`config.mk`:
```
export PLATFORM = sky130hd
export DESIGN_NAME = ilir_cell
export DESIGN_NICKNAME = d
export VERILOG_FILES = /design/src/rtl/ilir_pkg.sv /design/src/rtl/ilir_cell.sv
export SDC_FILE = /design/constraint.sdc
export NUM_CORES = 1
export LEC_CHECK = 0
export ABC_CLOCK_PERIOD_IN_PS = 6220
export BUFFER_PORTS_ARGS = -buffer_cell sky130_fd_sc_hd__buf_4
export CAP_MARGIN = 25
export CORE_MARGIN = 3
export CORE_UTILIZATION = 38
export DETAILED_ROUTE_END_ITERATION = 10
export GPL_TIMING_DRIVEN = 0
export PLACE_DENSITY_LB_ADDON = 0.12
export SLEW_MARGIN = 5
export SYNTH_ARGS = -nofsm -noshare
export SYNTH_HDL_FRONTEND = slang
export SYNTH_SLANG_ARGS = --single-unit
```
`constraint.sdc`:
```
create_clock -name i_clk -period 6.22 [get_ports i_clk]
set_clock_uncertainty 0.05 [all_clocks]
set_input_delay 1.244 -clock i_clk [delete_from_list [all_inputs] [get_ports i_clk]]
set_output_delay 1.244 -clock i_clk [all_outputs]
set_load 0.02 [all_outputs]
```
`src/rtl/ilir_pkg.sv`:
```
// Shared constants and types for the indexed list insert/remove block.
// Holds request/status codes, default sizes and the per-cell shift control.
// No dependencies.
package ilir_pkg;

    // Default sizing for the top-level parameters.
    localparam int DEF_CAPACITY   = 64;
    localparam int DEF_DATA_WIDTH = 32;

    // Width of the signed word fields on the stream ports.
    localparam int FIELD_W = 32;

    // Request kind codes.
    localparam logic KIND_INSERT = 1'b0;
    localparam logic KIND_REMOVE = 1'b1;

    // Request place codes.
    localparam logic [1:0] PLACE_POS   = 2'd0;
    localparam logic [1:0] PLACE_FRONT = 2'd1;
    localparam logic [1:0] PLACE_BACK  = 2'd2;

    // Result status codes.
    localparam logic [1:0] ST_OK        = 2'd0;
    localparam logic [1:0] ST_BAD_INDEX = 2'd1;
    localparam logic [1:0] ST_FULL      = 2'd2;
    localparam logic [1:0] ST_EMPTY     = 2'd3;

    // Shift command broadcast to every cell of the chain.
    typedef struct packed {
        logic ins;  // open a slot at the position, shift the tail up
        logic rem;  // drop the position, shift the tail down
    } t_cell_ctl;

endpackage

```
`src/rtl/ilir_cell.sv`:
```
// One storage cell of the list chain: holds a single entry.
// Takes the new word, or its left or right neighbor's word, when the list shifts.
// Depends on ilir_pkg.
module ilir_cell #(
    parameter int DATA_WIDTH = ilir_pkg::DEF_DATA_WIDTH,
    parameter int CNT_W      = 7,
    parameter int IDX        = 0
) (
    input  logic                   i_clk,
    input  ilir_pkg::t_cell_ctl    i_ctl,
    input  logic [CNT_W-1:0]       i_pos,
    input  logic [DATA_WIDTH-1:0]  i_din,
    input  logic [DATA_WIDTH-1:0]  i_left,
    input  logic [DATA_WIDTH-1:0]  i_right,
    input  logic [CNT_W-1:0]       i_rd_sel,
    output logic [DATA_WIDTH-1:0]  o_q,
    output logic [DATA_WIDTH-1:0]  o_rd
);
    import ilir_pkg::*;

    localparam logic [CNT_W-1:0] MY_IDX = CNT_W'(IDX);

    logic [DATA_WIDTH-1:0] r_q;
    logic [DATA_WIDTH-1:0] n_q;

    // Pick the next word from the shift command and this cell's place.
    always_comb begin
        n_q = r_q;
        if (i_ctl.ins) begin
            if (MY_IDX == i_pos) begin
                n_q = i_din;
            end else if (MY_IDX > i_pos) begin
                n_q = i_left;
            end
        end else if (i_ctl.rem) begin
            if (MY_IDX >= i_pos) begin
                n_q = i_right;
            end
        end
    end

    always_ff @(posedge i_clk) begin
        r_q <= n_q;
    end

    // This cell's share of the one-hot read mux.
    assign o_rd = (MY_IDX == i_rd_sel) ? r_q : '0;
    assign o_q  = r_q;

endmodule

```
==> flow_metrics.env <==
export IMPL_tritoncts="yes"
export IMPL_yosysWarnings=0
export IMPL_netlist_area_um2=2000
export IMPL_hpwl_um=6320
export IMPL_start_kind="input port"
export IMPL_holdPathEnd="o_q[25]"
export IMPL_netlist_instances=222
export IMPL_grt_overflow=0
export IMPL_min_from="i_right[25]"
export IMPL_final_cells=475
export IMPL_yosys_register_bits=32
export IMPL_post_drt_wl_per_cell_um=16.9
export IMPL_first_iter_violations=219
export IMPL_synth_cell_type_count=18
export IMPL_initial_core_util=0.408
export IMPL_ctsHoldBuffers=0
export IMPL_seqPwrFrac=0.485
export IMPL_dp_cells=468
export IMPL_finalHoldViolCount=0
export IMPL_place_ws_ps=2160
export IMPL_antenna_found_initial=0
export IMPL_worst_slack_ps=2140
export IMPL_worstHoldPathCells=3
export IMPL_n_antenna_cell=0
export IMPL_leakage_nw=1.58
export IMPL_critical_path_class="in -> out"
export IMPL_hp_class="in -> reg"
export IMPL_rsz0062_at_grt="no"
export IMPL_gp_congestion=0.799
export IMPL_combPwrFrac=0.213
export IMPL_final_antenna_net_count=0
export IMPL_worstPathRequired_ps=4930
export IMPL_htree_levels=2
export IMPL_power_frac_clock=0.302
export IMPL_drcViolationCount=0
export IMPL_outcome="completed"
export IMPL_yosysSeqAreaShare=0.480
export IMPL_die_x_um=78.6
export IMPL_tns_ps=0
export IMPL_cts_buffers=5
export IMPL_cts_root_buf="clkbuf_8"
export IMPL_cts_setup_buffers=0
export IMPL_area_delta_synth_final_pct=75.9
export IMPL_max_slew_margin_rel=0.593
export IMPL_period_share=0.656
export IMPL_p_switching_mw=0.120
export IMPL_die_area_um2=6180
export IMPL_rows=25
export IMPL_critPathArrivalTime_ps=2790
export IMPL_cp_max_fo=10
export IMPL_die_h_um=78.6
export IMPL_grt_use_total=0.249
export IMPL_vias=2554
export IMPL_grt_pass1_vias=2516
export IMPL_cts_buffer_depth=2
export IMPL_period_needed_ps=4080
export IMPL_p_per_area_nw_per_um2=141
export IMPL_firstDrtPassIters=5
export IMPL_worst_slew_pin_slew_ps=606
export IMPL_netlist_top_cells_area="edfxtp_1, and2_2, a31oi_1, o21ai_0, a21oi_1"
export IMPL_clkSlewWorstSetupHoldPaths_ps=70
export IMPL_end_kind="output port"
export IMPL_intPower_mw=0.376
export IMPL_setup_viol=0
export IMPL_syn_nets=335
export IMPL_netlist_area_leader_share=0.480
export IMPL_drive_above_1_share=0.547
export IMPL_totalWireLength_um=8040
export IMPL_irDropWorstVdd_mv=0.0858
export IMPL_synth_area_per_cell_um2=9.02
export IMPL_grt_pass1_wl_um=12000
export IMPL_max_cap_violations=0
export IMPL_yosys_area_top_type="edfxtp_1"
export IMPL_maxSlewViolCount=0
export IMPL_routed_via_density=5.38
export IMPL_cts_sinks=32
export IMPL_coreArea_um2=4910
export IMPL_post_cts_resized=0
export IMPL_fmax_mhz=245
export IMPL_switching_share=0.243
export IMPL_grt_max_degree=13
export IMPL_io_buffers=176
export IMPL_nets=521
export IMPL_io_pins=177
export IMPL_largest_reg_flops=32
## cell families after synthesis
logic type	Yosys count	synth area share
AOI/OAI and AO/OA	90	0.245
and+or+nand+nor	78	0.230
DFF	32	0.480
buffers and inverters	22	0.0450
## power by group through the flow
stage / clock [mW] / combinational [mW] / sequential [mW]
2_1_floorplan: 0 / 0.0351 / 0.247
3_3_place_gp: 0 / 0.102 / 0.245
3_5_place_dp: 0 / 0.105 / 0.245
4_1_cts: 0.152 / 0.105 / 0.241
5_1_grt: 0.159 / 0.115 / 0.241
6_report: 0.150 / 0.106 / 0.241
## cells in the mapped netlist (all sizes together)
| cell | instances |
|---|---|
| or4 | 2 |
| clkinv | 1 |
| or3 | 1 |
| and2 | 32 |
| nor2 | 33 |
| buf | 3 |
| edfxtp | 32 |
| o21ai | 32 |
| clkbuf | 18 |
| a31oi | 32 |
| nor3 | 2 |
| nor4 | 2 |
| a21oi | 26 |
| nand3 | 6 |
## worst max path at each step
stage / from / endpoint / slack [ps] / cells after the start
2_1_floorplan: i_pos[4] / o_q[0] / 1460 / 3
3_3_place_gp: i_pos[4] / o_q[24] / 50 / 4
3_5_place_dp: i_rd_sel[2] / o_rd[13] / 2160 / 6
4_1_cts: i_rd_sel[2] / o_rd[28] / 2140 / 6
5_1_grt: i_rd_sel[2] / o_rd[22] / 2070 / 6
6_report: i_rd_sel[2] / o_rd[28] / 2140 / 6
## layout by cell type (no fill, tap or decap)
cell and n:
a21oi_1 26, nor3_2 1, o21ai_0 31, clkbuf_1 15
a31oi_1 32, buf_6 3, buf_4 176, nor2_1 33
nand3_1 6, nor4_2 1, edfxtp_1 32, nor3_1 1
nor4_4 1, buf_2 3, clkbuf_8 5, or3_1 1
and2_1 4, and2_2 28, clkbuf_2 3, o21ai_1 1
clkinv_1 3, or4_4 2
## worst max-delay path, stage by stage
cell	delay, ps
buf_4	110
or4_4	530
nor4_4	290
clkbuf_2	310
and2_2	180
buf_4	130
## cell type report
class	count	area (µm²)
fill	415	1390
timing repair buffer	179	1360
sequential	32	961
multi-input combinational	168	957
buffer	21	86.3
tap	67	83.8
clock buffer	5	68.8
clock inverter	2	7.51
inverter	1	3.75
## per-stage QoR
step / hold WS [ps] / utilization / power (mW) / area, µm²
floorplan: 1420 / - / 0.282 / 2000
finish: 1230 / 0.717 / 0.496 / 3520
detailed placement: 1510 / 0.702 / 0.350 / 3450
global route: 1240 / 0.717 / 0.515 / 3520
global placement: 1510 / 0.694 / 0.347 / 3410
CTS: 1220 / 0.717 / 0.498 / 3520
## per-layer routing
metal  track usage  vias to the layer above  share of wire
met5             0                        -              0
met4        0.0769                        0          0.017
met3        0.0722                       12           0.11
met2         0.447                      172           0.51
met1         0.284                     1179           0.36
li1              -                     1191              -
(Power assumes the default switching activity.)
